$ cat src/rtl/tts_pkg.sv
package tts_pkg;

  localparam int DEF_SLOTS      = 16;
  localparam int DEF_TICK_WIDTH = 16;

  localparam logic [2:0] REQ_TICK     = 3'd0;
  localparam logic [2:0] REQ_ADD      = 3'd1;
  localparam logic [2:0] REQ_DELETE   = 3'd2;
  localparam logic [2:0] REQ_DISPATCH = 3'd3;
  localparam logic [2:0] REQ_CLEAR    = 3'd4;

  localparam logic [1:0] STATUS_OK    = 2'd0;
  localparam logic [1:0] STATUS_FULL  = 2'd1;
  localparam logic [1:0] STATUS_EMPTY = 2'd2;

  localparam logic [4:0] NONE_SLOT = 5'd16;
  localparam logic [7:0] PEND_MAX  = 8'd255;

  typedef enum logic [2:0] {
    OP_TICK,
    OP_ADD,
    OP_DELETE,
    OP_DISPATCH,
    OP_CLEAR,
    OP_NOP
  } op_e;

  typedef enum logic [1:0] {
    ST_IDLE,
    ST_SCAN,
    ST_DONE
  } back_state_e;

  typedef struct packed {
    op_e         op;
    logic [7:0]  ident;
    logic [15:0] delay;
    logic [15:0] period;
    logic [3:0]  target;
  } cmd_t;

  typedef struct packed {
    logic [1:0] status;
    logic [4:0] slot_index;
    logic [7:0] due_ident;
    logic       task_due;
    logic       sticky_error;
    logic       last;
  } rsp_t;

endpackage

$ cat src/rtl/tts_if.sv
interface tts_req_if;
  logic        valid;
  logic        ready;
  logic [2:0]  req_type;
  logic [7:0]  task_ident;
  logic [15:0] first_delay;
  logic [15:0] repeat_period;
  logic [3:0]  target_slot;

  modport source (
    output valid, req_type, task_ident, first_delay, repeat_period, target_slot,
    input  ready
  );
  modport sink (
    input  valid, req_type, task_ident, first_delay, repeat_period, target_slot,
    output ready
  );
endinterface

interface tts_rsp_if;
  logic       valid;
  logic       ready;
  logic [1:0] status;
  logic [4:0] slot_index;
  logic [7:0] due_ident;
  logic       task_due;
  logic       sticky_error;
  logic       last;

  modport source (
    output valid, status, slot_index, due_ident, task_due, sticky_error, last,
    input  ready
  );
  modport sink (
    input  valid, status, slot_index, due_ident, task_due, sticky_error, last,
    output ready
  );
endinterface

$ cat src/rtl/tts_front.sv
module tts_front import tts_pkg::*; (
  input  logic       clk_i,
  input  logic       rst_ni,
  tts_req_if.sink    req_i,
  output logic       cmd_valid_o,
  input  logic       cmd_ready_i,
  output cmd_t       cmd_o
);

  cmd_t       fifo_q [2];
  logic       wr_ptr_q, rd_ptr_q;
  logic [1:0] cnt_q;
  logic       push, pop;
  cmd_t       cmd_in;

  // request decode
  always_comb begin
    cmd_in.ident  = req_i.task_ident;
    cmd_in.delay  = req_i.first_delay;
    cmd_in.period = req_i.repeat_period;
    cmd_in.target = req_i.target_slot;
    unique case (req_i.req_type)
      REQ_TICK:     cmd_in.op = OP_TICK;
      REQ_ADD:      cmd_in.op = OP_ADD;
      REQ_DELETE:   cmd_in.op = OP_DELETE;
      REQ_DISPATCH: cmd_in.op = OP_DISPATCH;
      REQ_CLEAR:    cmd_in.op = OP_CLEAR;
      default:      cmd_in.op = OP_NOP;
    endcase
  end

  assign req_i.ready = (cnt_q != 2'd2);
  assign push        = req_i.valid && req_i.ready;
  assign cmd_valid_o = (cnt_q != 2'd0);
  assign pop         = cmd_valid_o && cmd_ready_i;
  assign cmd_o       = fifo_q[rd_ptr_q];

  always_ff @(posedge clk_i) begin
    if (push) begin
      fifo_q[wr_ptr_q] <= cmd_in;
    end
  end

  always_ff @(posedge clk_i or negedge rst_ni) begin
    if (!rst_ni) begin
      wr_ptr_q <= 1'b0;
      rd_ptr_q <= 1'b0;
      cnt_q    <= 2'd0;
    end else begin
      if (push) begin
        wr_ptr_q <= ~wr_ptr_q;
      end
      if (pop) begin
        rd_ptr_q <= ~rd_ptr_q;
      end
      cnt_q <= cnt_q + {1'b0, push} - {1'b0, pop};
    end
  end

endmodule

$ cat src/rtl/tts_back.sv
module tts_back import tts_pkg::*; #(
  parameter int SLOTS      = DEF_SLOTS,
  parameter int TICK_WIDTH = DEF_TICK_WIDTH
) (
  input  logic       clk_i,
  input  logic       rst_ni,
  input  logic       cmd_valid_i,
  output logic       cmd_ready_o,
  input  cmd_t       cmd_i,
  tts_rsp_if.source  rsp_o
);

  localparam int SlotW = (SLOTS > 1) ? $clog2(SLOTS) : 1;
  localparam int CntW  = $clog2(SLOTS + 1);

  typedef struct packed {
    logic [7:0]            ident;
    logic [TICK_WIDTH-1:0] delay;
    logic [TICK_WIDTH-1:0] period;
    logic [7:0]            pending;
  } entry_t;

  back_state_e      state_q, state_d;
  op_e              op_q;
  entry_t           mem_q [SLOTS];
  entry_t           rd_data_q;
  logic [SLOTS-1:0] valid_q, valid_d;
  logic [SLOTS-1:0] pnz_q, pnz_d;
  logic             err_q, err_d;
  logic [CntW-1:0]  rd_cnt_q;
  logic             p_vld_q;
  logic [SlotW-1:0] p_idx_q;
  logic             out_vld_q;
  rsp_t             out_q;

  logic             out_free, cmd_scan, pop, any_free, tgt_in;
  logic [SlotW-1:0] free_idx, tgt_idx, mem_waddr;
  logic [SLOTS-1:0] later;
  entry_t           ent, ent_new, mem_wdata;
  logic             p_v, emit, stall, adv, issue, mem_we, out_load, scan_end;
  rsp_t             res;

  assign out_free = !out_vld_q || rsp_o.ready;
  assign cmd_scan = (cmd_i.op == OP_TICK) || ((cmd_i.op == OP_DISPATCH) && (|pnz_q));
  assign pop      = cmd_valid_i && cmd_ready_o;
  assign any_free = ~&valid_q;
  assign tgt_in   = int'(cmd_i.target) < SLOTS;
  assign tgt_idx  = SlotW'(cmd_i.target);

  // lowest free slot
  always_comb begin
    free_idx = '0;
    for (int i = SLOTS - 1; i >= 0; i--) begin
      if (!valid_q[i]) begin
        free_idx = SlotW'(i);
      end
    end
  end

  // slots above the one in the process stage
  always_comb begin
    for (int i = 0; i < SLOTS; i++) begin
      later[i] = (i > int'(p_idx_q));
    end
  end

  // process stage: one slot per cycle unless a dispatch word is stalled
  always_comb begin
    p_v     = valid_q[p_idx_q];
    ent     = p_v ? rd_data_q : '0;
    ent_new = ent;
    if (op_q == OP_TICK) begin
      if (p_v) begin
        if (ent.delay == '0) begin
          if (ent.pending != PEND_MAX) begin
            ent_new.pending = ent.pending + 8'd1;
          end
          if (ent.period != '0) begin
            ent_new.delay = ent.period;
          end
        end else begin
          ent_new.delay = ent.delay - TICK_WIDTH'(1);
        end
      end
    end else begin
      if (pnz_q[p_idx_q]) begin
        ent_new.pending = ent.pending - 8'd1;
      end
    end
  end

  assign emit     = p_vld_q && (op_q == OP_DISPATCH) && pnz_q[p_idx_q];
  assign stall    = emit && !out_free;
  assign adv      = p_vld_q && !stall;
  assign issue    = (state_q == ST_SCAN) && (int'(rd_cnt_q) < SLOTS) && !stall;
  assign scan_end = (int'(rd_cnt_q) == SLOTS) && !(p_vld_q && stall);

  // next state
  always_comb begin
    state_d = state_q;
    unique case (state_q)
      ST_IDLE: begin
        if (pop && cmd_scan) begin
          state_d = ST_SCAN;
        end
      end
      ST_SCAN: begin
        if (scan_end) begin
          state_d = (op_q == OP_TICK) ? ST_DONE : ST_IDLE;
        end
      end
      ST_DONE: begin
        if (out_free) begin
          state_d = ST_IDLE;
        end
      end
      default: state_d = ST_IDLE;
    endcase
  end

  // outputs and table updates
  always_comb begin
    cmd_ready_o      = 1'b0;
    valid_d          = valid_q;
    pnz_d            = pnz_q;
    err_d            = err_q;
    mem_we           = 1'b0;
    mem_waddr        = p_idx_q;
    mem_wdata        = ent_new;
    out_load         = 1'b0;
    res.status       = STATUS_OK;
    res.slot_index   = NONE_SLOT;
    res.due_ident    = 8'd0;
    res.task_due     = 1'b0;
    res.sticky_error = err_q;
    res.last         = 1'b1;
    unique case (state_q)
      ST_IDLE: begin
        cmd_ready_o = cmd_scan || out_free;
        if (pop && !cmd_scan) begin
          out_load = 1'b1;
          case (cmd_i.op)
            OP_ADD: begin
              if (any_free) begin
                mem_we            = 1'b1;
                mem_waddr         = free_idx;
                mem_wdata.ident   = cmd_i.ident;
                mem_wdata.delay   = TICK_WIDTH'(cmd_i.delay);
                mem_wdata.period  = TICK_WIDTH'(cmd_i.period);
                mem_wdata.pending = 8'd0;
                valid_d[free_idx] = 1'b1;
                pnz_d[free_idx]   = 1'b0;
                res.slot_index    = 5'(free_idx);
              end else begin
                err_d      = 1'b1;
                res.status = STATUS_FULL;
              end
            end
            OP_DELETE: begin
              if (tgt_in) begin
                if (!valid_q[tgt_idx]) begin
                  err_d      = 1'b1;
                  res.status = STATUS_EMPTY;
                end
                valid_d[tgt_idx] = 1'b0;
                pnz_d[tgt_idx]   = 1'b0;
              end else begin
                err_d      = 1'b1;
                res.status = STATUS_EMPTY;
              end
            end
            OP_CLEAR: begin
              valid_d = '0;
              pnz_d   = '0;
              err_d   = 1'b0;
            end
            default: ;
          endcase
          res.sticky_error = err_d;
        end
      end
      ST_SCAN: begin
        if (adv) begin
          mem_we = 1'b1;
          if (op_q == OP_TICK) begin
            pnz_d[p_idx_q] = ent_new.pending != 8'd0;
          end else if (pnz_q[p_idx_q]) begin
            if (ent.period == '0) begin
              valid_d[p_idx_q] = 1'b0;
              pnz_d[p_idx_q]   = 1'b0;
            end else begin
              pnz_d[p_idx_q] = ent_new.pending != 8'd0;
            end
          end
        end
        if (emit && out_free) begin
          out_load       = 1'b1;
          res.slot_index = 5'(p_idx_q);
          res.due_ident  = ent.ident;
          res.task_due   = 1'b1;
          res.last       = ~|(pnz_q & later);
        end
      end
      ST_DONE: begin
        out_load = out_free;
      end
      default: ;
    endcase
  end

  // slot memory, registered read
  always_ff @(posedge clk_i) begin
    if (mem_we) begin
      mem_q[mem_waddr] <= mem_wdata;
    end
    if (issue) begin
      rd_data_q <= mem_q[rd_cnt_q[SlotW-1:0]];
    end
  end

  always_ff @(posedge clk_i) begin
    if (pop) begin
      op_q <= cmd_i.op;
    end
    if (issue) begin
      p_idx_q <= rd_cnt_q[SlotW-1:0];
    end
    if (out_load) begin
      out_q <= res;
    end
  end

  always_ff @(posedge clk_i or negedge rst_ni) begin
    if (!rst_ni) begin
      state_q   <= ST_IDLE;
      valid_q   <= '0;
      pnz_q     <= '0;
      err_q     <= 1'b0;
      rd_cnt_q  <= '0;
      p_vld_q   <= 1'b0;
      out_vld_q <= 1'b0;
    end else begin
      state_q <= state_d;
      valid_q <= valid_d;
      pnz_q   <= pnz_d;
      err_q   <= err_d;
      if (pop) begin
        rd_cnt_q <= '0;
      end else if (issue) begin
        rd_cnt_q <= rd_cnt_q + CntW'(1);
      end
      if (issue) begin
        p_vld_q <= 1'b1;
      end else if (adv) begin
        p_vld_q <= 1'b0;
      end
      if (out_load) begin
        out_vld_q <= 1'b1;
      end else if (rsp_o.ready) begin
        out_vld_q <= 1'b0;
      end
    end
  end

  assign rsp_o.valid        = out_vld_q;
  assign rsp_o.status       = out_q.status;
  assign rsp_o.slot_index   = out_q.slot_index;
  assign rsp_o.due_ident    = out_q.due_ident;
  assign rsp_o.task_due     = out_q.task_due;
  assign rsp_o.sticky_error = out_q.sticky_error;
  assign rsp_o.last         = out_q.last;

endmodule

$ cat src/rtl/tick_task_scheduler_table.sv
// Tick-driven task table with SLOTS slots. Requests enter a two-word queue and
// are executed one at a time against a slot memory with one read and one write
// port. Add, delete, clear, unused codes and a dispatch with nothing pending are
// handled in the back end without a scan; a tick walks the memory one slot per
// cycle, and a dispatch with pending runs does the same except while the response
// side stalls one of its words.
// Dispatch returns one word per ready slot, lowest first, with last on the
// final one; with nothing ready it returns a single empty word.
module tick_task_scheduler_table import tts_pkg::*; #(
  parameter int SLOTS      = DEF_SLOTS,
  parameter int TICK_WIDTH = DEF_TICK_WIDTH
) (
  input  logic       clk_i,
  input  logic       rst_ni,
  tts_req_if.sink    req_i,
  tts_rsp_if.source  rsp_o
);

  logic cmd_valid, cmd_ready;
  cmd_t cmd;

  tts_front u_front (
    .clk_i       (clk_i),
    .rst_ni      (rst_ni),
    .req_i       (req_i),
    .cmd_valid_o (cmd_valid),
    .cmd_ready_i (cmd_ready),
    .cmd_o       (cmd)
  );

  tts_back #(
    .SLOTS      (SLOTS),
    .TICK_WIDTH (TICK_WIDTH)
  ) u_back (
    .clk_i       (clk_i),
    .rst_ni      (rst_ni),
    .cmd_valid_i (cmd_valid),
    .cmd_ready_o (cmd_ready),
    .cmd_i       (cmd),
    .rsp_o       (rsp_o)
  );

  a_due_ok : assert property (@(posedge clk_i) disable iff (!rst_ni)
    rsp_o.valid && rsp_o.task_due |->
      rsp_o.status == STATUS_OK && int'(rsp_o.slot_index) < SLOTS)
    else $error("dispatched word with bad status or slot");

  a_err_sticky : assert property (@(posedge clk_i) disable iff (!rst_ni)
    rsp_o.valid && rsp_o.status != STATUS_OK |->
      rsp_o.sticky_error && rsp_o.last && !rsp_o.task_due)
    else $error("error word without sticky flag");

  a_full_none : assert property (@(posedge clk_i) disable iff (!rst_ni)
    rsp_o.valid && rsp_o.status == STATUS_FULL |-> rsp_o.slot_index == NONE_SLOT)
    else $error("table full word names a slot");

endmodule

$ cat src/flat_wrapper.sv
// flat-port wrapper written by rule: the top's interface ports become plain ports
module tick_task_scheduler_table_flat import tts_pkg::*;
#(
  parameter int SLOTS      = DEF_SLOTS,
  parameter int TICK_WIDTH = DEF_TICK_WIDTH
)
  (clk_i, rst_ni, req_i_valid, req_i_req_type, req_i_task_ident, req_i_first_delay, req_i_repeat_period, req_i_target_slot, req_i_ready, rsp_o_valid, rsp_o_status, rsp_o_slot_index, rsp_o_due_ident, rsp_o_task_due, rsp_o_sticky_error, rsp_o_last, rsp_o_ready);
  tts_req_if req_i_i ();
  tts_rsp_if rsp_o_i ();
  input  logic clk_i;
  input  logic rst_ni;
  input wire logic [$bits(req_i_i.valid)-1:0] req_i_valid;
  input wire logic [$bits(req_i_i.req_type)-1:0] req_i_req_type;
  input wire logic [$bits(req_i_i.task_ident)-1:0] req_i_task_ident;
  input wire logic [$bits(req_i_i.first_delay)-1:0] req_i_first_delay;
  input wire logic [$bits(req_i_i.repeat_period)-1:0] req_i_repeat_period;
  input wire logic [$bits(req_i_i.target_slot)-1:0] req_i_target_slot;
  output wire logic [$bits(req_i_i.ready)-1:0] req_i_ready;
  output wire logic [$bits(rsp_o_i.valid)-1:0] rsp_o_valid;
  output wire logic [$bits(rsp_o_i.status)-1:0] rsp_o_status;
  output wire logic [$bits(rsp_o_i.slot_index)-1:0] rsp_o_slot_index;
  output wire logic [$bits(rsp_o_i.due_ident)-1:0] rsp_o_due_ident;
  output wire logic [$bits(rsp_o_i.task_due)-1:0] rsp_o_task_due;
  output wire logic [$bits(rsp_o_i.sticky_error)-1:0] rsp_o_sticky_error;
  output wire logic [$bits(rsp_o_i.last)-1:0] rsp_o_last;
  input wire logic [$bits(rsp_o_i.ready)-1:0] rsp_o_ready;
  assign req_i_i.valid = req_i_valid;
  assign req_i_i.req_type = req_i_req_type;
  assign req_i_i.task_ident = req_i_task_ident;
  assign req_i_i.first_delay = req_i_first_delay;
  assign req_i_i.repeat_period = req_i_repeat_period;
  assign req_i_i.target_slot = req_i_target_slot;
  assign req_i_ready = req_i_i.ready;
  assign rsp_o_valid = rsp_o_i.valid;
  assign rsp_o_status = rsp_o_i.status;
  assign rsp_o_slot_index = rsp_o_i.slot_index;
  assign rsp_o_due_ident = rsp_o_i.due_ident;
  assign rsp_o_task_due = rsp_o_i.task_due;
  assign rsp_o_sticky_error = rsp_o_i.sticky_error;
  assign rsp_o_last = rsp_o_i.last;
  assign rsp_o_i.ready = rsp_o_ready;
  tick_task_scheduler_table #(.SLOTS(SLOTS), .TICK_WIDTH(TICK_WIDTH)) u_core (.clk_i(clk_i), .rst_ni(rst_ni), .req_i(req_i_i), .rsp_o(rsp_o_i));
endmodule
$ cat config.mk
export PLATFORM = sky130hd
export DESIGN_NAME = tick_task_scheduler_table_flat
export DESIGN_NICKNAME = d
export VERILOG_FILES = /design/src/rtl/tts_pkg.sv /design/src/rtl/tts_if.sv /design/src/rtl/tts_front.sv /design/src/rtl/tts_back.sv /design/src/rtl/tick_task_scheduler_table.sv /design/src/flat_wrapper.sv
export SDC_FILE = /design/constraint.sdc
export NUM_CORES = 1
export LEC_CHECK = 0
export BUFFER_PORTS_ARGS = -buffer_cell sky130_fd_sc_hd__buf_4
export CAP_MARGIN = 20
export CORE_MARGIN = 2
export CORE_UTILIZATION = 59
export CTS_BUF_LIST = sky130_fd_sc_hd__clkbuf_2
export DETAILED_ROUTE_END_ITERATION = 7
export GPL_ROUTABILITY_DRIVEN = 1
export PLACE_DENSITY = 0.8
export SYNTH_ARGS = -nofsm -noshare
export SYNTH_HDL_FRONTEND = slang
export SYNTH_HIERARCHICAL = 1
export SYNTH_SLANG_ARGS = --single-unit
export TNS_END_PERCENT = 1
$ cat constraint.sdc
create_clock -name clk_i -period 4.4 [get_ports clk_i]
set_input_delay 0.88 -clock clk_i [delete_from_list [all_inputs] [get_ports clk_i]]
set_output_delay 0.88 -clock clk_i [all_outputs]
set_load 0.01 [all_outputs]
; ---- Yosys cells after proc, flatten, opt, wreduce, memory -nomap -nowiden
; Memories as Yosys holds them, arrays and structs flattened. A register that Yosys moved wholly into a read port is not among the register bits.
; Index checks and enable logic that the tools add are counted.
; Widths: inputs -> output; s select.
[totals]
input_bits = 51
reg_bits = 71
out_inout_bits = 20
ram_bits = 862
elab_cells = 233
mem_count = 2
[memory_table]
columns = memory, depth, width, read_ports, rd_ports_with_merged_regs, write_ports, line_no
row1 = u_core.u_back.mem_q, 16, 48, 1, 1, 1, tts_back.sv:25  ; entry_t mem_q [SLOTS];
row2 = u_core.u_front.fifo_q, 2, 47, 1, 0, 1, tts_front.sv:10  ; cmd_t fifo_q [2];
[classes]
reduce_logical = 47
n_eq_ne = 25
muxes = 101
bitwise_logic = 12
order_cmp = 22
addsub = 6
[ops]
columns = cell, n
row1 = $mux 16, 16
row2 = $mux 48, 5
row3 = $and 16x16->16, 6
row4 = $pmux 16 s3, 2
row5 = $mux 4, 20
row6 = $pmux 16 s2, 2
row7 = $not 16->16, 3
row8 = $mux 8, 5
row9 = $gt 4x4->1 const A, 8
row10 = $logic_not 16->1, 2
row11 = $reduce_or 16->1, 2
row12 = $mux 1, 26
row13 = $mux 5, 5
row14 = $logic_and 1x1->1, 17
row15 = $bwmux 16, 1
row16 = $gt 3x4->1 const A, 4
row17 = $or 16x16->16, 1
row18 = $reduce_and 16->1, 1
row19 = $reduce_bool 16->1, 1
row20 = $sub 16x1->16 const B, 1
row21 = $eq 3x2->1 const B, 5
row22 = $lt 4x5->1 const B, 3
row23 = $pmux 3 s5, 1
row24 = $mux 14, 1
row25 = 39 further kinds, 75

; ---- Logic depth before layout (Yosys ltp)
[depth]
word_depth = 26
depth_mapped = 23
mapped_depth_nobuf = 15

; ---- Modules after synthesis
; The synthesis kept the hierarchy.
[by_module_without_submodules]
columns = mod, area_per_inst_um2, n_inst, seq_area_each_um2, cells_per_inst
row1 = tts_back, 36736.5, 1, 26305.2, 2019
row2 = tts_front, 3632.2, 1, 2922.8, 171

; ---- Worst setup path before layout
; OpenSTA, ideal clock, no wires.
[synth_timing]
path_kind = register to register
start = register u_core.u_front.rd_ptr_q
end = memory u_core/u_back/mem_q[13][0] (netlist name), enable pin
required_time_ps = 3946
setup_slack_ps = -458
n_path_buf = 3
stages_incl_launch_ff = 12
setup_ps = 454
period_less_slack_ps = 4858
arrival_time_ps = 4405
path_cell_list = dfrtp_1 > buf_6 > mux2_2 > clkbuf_1 > nor3b_1 > nand2_1 > a21o_1 > clkbuf_1 > a211oi_1 > a21o_1 > nand2_1 > nor2_1
[synth_rtl]
columns = item, line_no
row1 = start: declaration, tts_front.sv:11  ; logic wr_ptr_q, rd_ptr_q;
row2 = start signal: assignment, tts_front.sv:54  ; rd_ptr_q <= ~rd_ptr_q;
row3 = end: declaration, tts_back.sv:25

; ---- Worst setup path in the final report
[layout_timing]
start = register u_core.u_back.p_idx_q[0]
end = register u_core.u_back.pnz_q[8]
[layout_between]
elab_chain_cells = 15
word_cells_on_any_way = 36
cone_classes = add/sub (2) / order compare (2) / eq/ne (3) / mux (18) / bitwise (2) / reduce/logical (9)
[layout_rtl]
columns = item, line_no
row1 = start: declaration, tts_back.sv:32  ; logic [SlotW-1:0] p_idx_q;
row2 = start signal: assignment, tts_back.sv:226  ; p_idx_q <= rd_cnt_q[SlotW-1:0];
row3 = $bmux 1 s4, tts_back.sv:69  ; p_v = valid_q[p_idx_q];
row4 = $mux 1 (not written as such), tts_back.sv:69
row5 = $mux 48, tts_back.sv:70  ; ent = p_v ? rd_data_q : '0;
row6 = $add 8x1->8 or $ne 8x8->1 (tied branches), "tts_back.sv:76, tts_back.sv:75"
row7 = $mux 8, tts_back.sv:75  ; if (ent.pending != PEND_MAX) begin
row8 = $mux 8, tts_back.sv:74  ; if (ent.delay == '0) begin
row9 = $mux 8, tts_back.sv:73  ; if (p_v) begin
row10 = $mux 8, tts_back.sv:72  ; if (op_q == OP_TICK) begin
row11 = $reduce_bool 8->1, "tts_back.sv:186, tts_back.sv:192"
row12 = $bwmux 16, "tts_back.sv:186, tts_back.sv:192"
row13 = $mux 16, tts_back.sv:188  ; if (ent.period == '0) begin
row14 = $mux 16, tts_back.sv:187  ; end else if (pnz_q[p_idx_q]) begin
row15 = $mux 16, tts_back.sv:185  ; if (op_q == OP_TICK) begin
row16 = $mux 16, tts_back.sv:183  ; if (adv) begin
row17 = $pmux 16 s2, tts_back.sv:137  ; unique case (state_q)
row18 = end signal: assignment, tts_back.sv:245  ; pnz_q <= pnz_d;
row19 = end: declaration, tts_back.sv:28  ; logic [SLOTS-1:0] pnz_q, pnz_d;
; Parallel ways exist; a longest one is shown, timed or not. The select of a mux whose other input is x is not followed.
; A chain may end at the register's enable or synchronous reset.

==> results.cfg <==
[setup_path]
critPathRequiredTime_ns = 5.60
cp_data_arrival_time_ns = 5.49
endpoint_kind = flop
critical_path_class = reg -> reg
startpoint = u_core/u_back/p_idx_q[0]$_DFFE_PP_
reg2reg_from = u_core/u_back/p_idx_q[0]$_DFFE_PP_
cp_max_fo = 16
reg2reg_slack_ns = 0.11
cp-start-kind = flop
r2r_end = u_core/u_back/pnz_q[8]$_DFFE_PN0P_
reg2reg_depth = 15
critical_path.endpoint = u_core/u_back/pnz_q[8]$_DFFE_PN0P_

[clock_network]
postCtsSetupRepairBufs = 0
cts_sinks = 981
tritoncts = yes
cts_root_buf = clkbuf_2
clkLatencyLatePin_ns = 1.45
numCtsBuffers = 221
clkTransAtPathRegs_ns = 0.10
clockBufferDepth = 3
cts_htree_levels = 4

[global_routing]
antenna_found_initial = 4
track_usage_pct = 29.3
grt_pass1_wl_um = 151000
grt_max_degree = 65
grt_pass1_vias = 23800
grt-ovfl-total = 0

[run_status]
status = finished clean

[route]
ant_nets = 0
drtPass1Iterations = 5
vias = 23400
drc_errors = 0
vias_per_cell = 6.59
wl_per_cell_um = 28.5
first_iter_violations = 2708
routed_wl_um = 101000

[layout]
syn_to_final_growth_pct = 12.3
fin_util_pct = 67.3
fillCellCount = 4302
drive_gt1_share_pct = 33.3
final_cell_mix = 935 x edfxtp_1, 334 x clkbuf_2, 246 x mux4_2, 150 x buf_4, 149 x nand2_1
nets = 2571
final_area_um2 = 45300
layout_commonest_cell = edfxtp_1

[sta]
period_share_pct = 97.5
fin_skew_ns = 0.135
finalSetupViolations = 0
rsz0062_at_grt = true
clock.fmax_mhz = 233
period_needed_ns = 4.29
worst-slew-pin-transition_ns = 1.14
slew_headroom_pct = 24.0
hold_violations = 0
final_max_slew_viol_count = 0

[yosys]
synth_fp_nets = 2248
synthCells = 2190
synth_edf_count = 935
synth_area_um2 = 40400
synthFlopType = edfxtp_1
synthArstFlopShare_pct = 4.69
ys_seq_area_share_pct = 72.4
synth.distinct_cells = 73
synth_warnings = 6
syn_avg_cell_area_um2 = 18.4
synth-seq-cells = 981

[power_and_ir_drop]
p_total_w = 0.0325
internal-power_w = 0.0205
p_per_area_nw_per_um2 = 717
clock_power_share_pct = 17.2
swShare_pct = 36.8
leakage_nw = 15.2
pwr-share-seq_pct = 46.9
power.switching_w = 0.0119
power_frac_comb_pct = 35.9
ir_worst_vdd_mv = 0.464

[place]
placed_area_um2 = 42700
place_congestion = 0.944
hpwlAfterDp_um = 59500
portBuffers = 70

[hold_path]
min_path_type = in -> reg

[die]
initial_core_util_pct = 59.9
std_cell_rows = 95
die_x_um = 266
die_height_um = 266
coreArea_um2 = 67400
design.portCount = 71
die-area_um2 = 70500

[flow_run]
cap_violations = 0
[cells in the mapped netlist, types with 15 or more instances]
master    count  area [um^2]
mux4_2      246         5540
mux2_2       48          541
nand2_1     150          563
nor2_1      111          417
mux2i_1      15          150
nor2b_1      17          106
edfxtp_1    935        28100
o21ai_0      75          375
a31oi_1      19          119
and3_1       15         93.8
buf_1        23         86.3
dfrtp_1      46         1150
nand3_1      44          220
clkbuf_1     93          349
nor3_1       28          140
a21oi_1      59          295
[how the worst min path moves through the flow]
| stage | to | slack [ns] | cells past startpoint | from |
|---|---|---|---|---|
| finish | u_core/u_front/fifo_q[0][43]$_DFFE_PP_ | 0.18 | 2 | req_i_task_ident[7] |
| global placement | u_core/u_front/wr_ptr_q$_DFFE_PN0P_ | 0.53 | 1 | u_core/u_front/wr_ptr_q$_DFFE_PN0P_ |
| CTS | u_core/u_front/fifo_q[1][7]$_DFFE_PP_ | 0.002 | 2 | req_i_repeat_period[3] |
| global route | u_core/u_front/fifo_q[0][32]$_DFFE_PP_ | -0.006 | 2 | req_i_first_delay[12] |
| floorplan | u_core/u_back/p_idx_q[2]$_DFFE_PP_ | 0.42 | 0 | u_core/u_back/rd_cnt_q[2]$_DFFE_PN0P_ |
| detailed placement | u_core/u_front/wr_ptr_q$_DFFE_PN0P_ | 0.55 | 1 | u_core/u_front/wr_ptr_q$_DFFE_PN0P_ |
[worst max-delay path, cell delays in order (launching register included)]
cell and delay [ns]:
edfxtp_1 0.70, mux4_2 0.59, o21ai_1 0.20, nand2_2 0.18, nand2_1 0.16, inv_1 0.06
ha_1 0.19, and4_1 0.19, or3_1 0.39, nor3_1 0.28, a2111oi_0 0.12, a221o_1 0.31
nor2_1 0.15, and4_1 0.24, buf_6 0.22, o41ai_2 0.10
[registers in the layout (all words and copies together) (netlist names)]
name                              count
u_core/u_back/err_q                   1
u_core/u_back/mem_q                 768
u_core/u_back/op_q                    3
u_core/u_back/p_idx_q                 4
u_core/u_back/p_vld_q                 1
u_core/u_back/pnz_q                  16
u_core/u_back/rd_cnt_q                5
u_core/u_back/rd_data_q              48
u_core/u_back/rsp_o.due_ident         8
u_core/u_back/rsp_o.last              1
u_core/u_back/rsp_o.slot_index        5
u_core/u_back/rsp_o.status            2
u_core/u_back/rsp_o.sticky_error      1
u_core/u_back/rsp_o.task_due          1
u_core/u_back/rsp_o.valid             1
u_core/u_back/state_q                 2
u_core/u_back/valid_q                16
u_core/u_front/cnt_q                  2
u_core/u_front/fifo_q                94
u_core/u_front/rd_ptr_q               1
u_core/u_front/wr_ptr_q               1
[timing repair]
action                                  CTS  global route
hold buffers                             55             1
hold endpoints to repair                146             2
resized for setup                         0             5
endpoints found under the setup margin    0            61
[final cells by class]
class | count | area (um^2) | area share, %
repair buffers | 232 | 2220 | 4.89
inverters | 13 | 48.8 | 0.108
diodes | 2 | 5.00 | 0.0110
well taps | 873 | 1090 | 2.41
multi-input cells | 1064 | 10700 | 23.7
clock buffers | 334 | 1670 | 3.69
flip-flops and latches | 981 | 29200 | 64.5
clock inverters | 56 | 322 | 0.709
[stage by stage]
step | setup TNS, ns | cells | hold WS [ns] | setup slack (ns)
final | 0 | 3555 | 0.175 | 0.110
after global routing | -0.0672 | 3555 | -0.00636 | -0.0652
after floorplan | -325.07 | 2190 | 0.423 | -0.458
after CTS | 0 | 3551 | 0.00158 | 0.0755
after global placement | 0 | 3106 | 0.526 | 0.271
after detailed placement | 0 | 3106 | 0.549 | 0.200
[cells by family (layout without fill, tap and decap cells)]
group / count (synthesis) / in the layout / synth area share (%)
XOR/XNOR: 9 / 9 / 0.195
AO/OA/AOI/OAI: 299 / 299 / 5.13
AND/OR/NAND/NOR: 440 / 440 / 5.14
multiplexers: 309 / 309 / 15.4
other: 0 / 2 / 0
adder cells (fa/ha/maj): 7 / 7 / 0.217
flip-flops: 981 / 981 / 72.4
buffers and inverters: 145 / 635 / 1.48
[metal layers]
metal,GRT usage (%),part of all wire [%],wire length (um),vias to the layer above
met3,8.16,11,11500,196
met4,8.75,2.2,2260,2
met2,46.0,48,49100,1473
met5,0,0.011,11,-
li1,-,-,-,9789
met1,40.9,38,38400,12000
[power groups by stage]
stage | registers, W | logic (W) | clock network [W]
floorplan | 0.0148 | 0.00774 | 0
global placement | 0.0153 | 0.0111 | 0
detailed placement | 0.0154 | 0.0115 | 0
CTS | 0.0152 | 0.0115 | 0.00570
global route | 0.0154 | 0.0125 | 0.00614
finish | 0.0153 | 0.0117 | 0.00558
(Power assumes the default switching activity.)
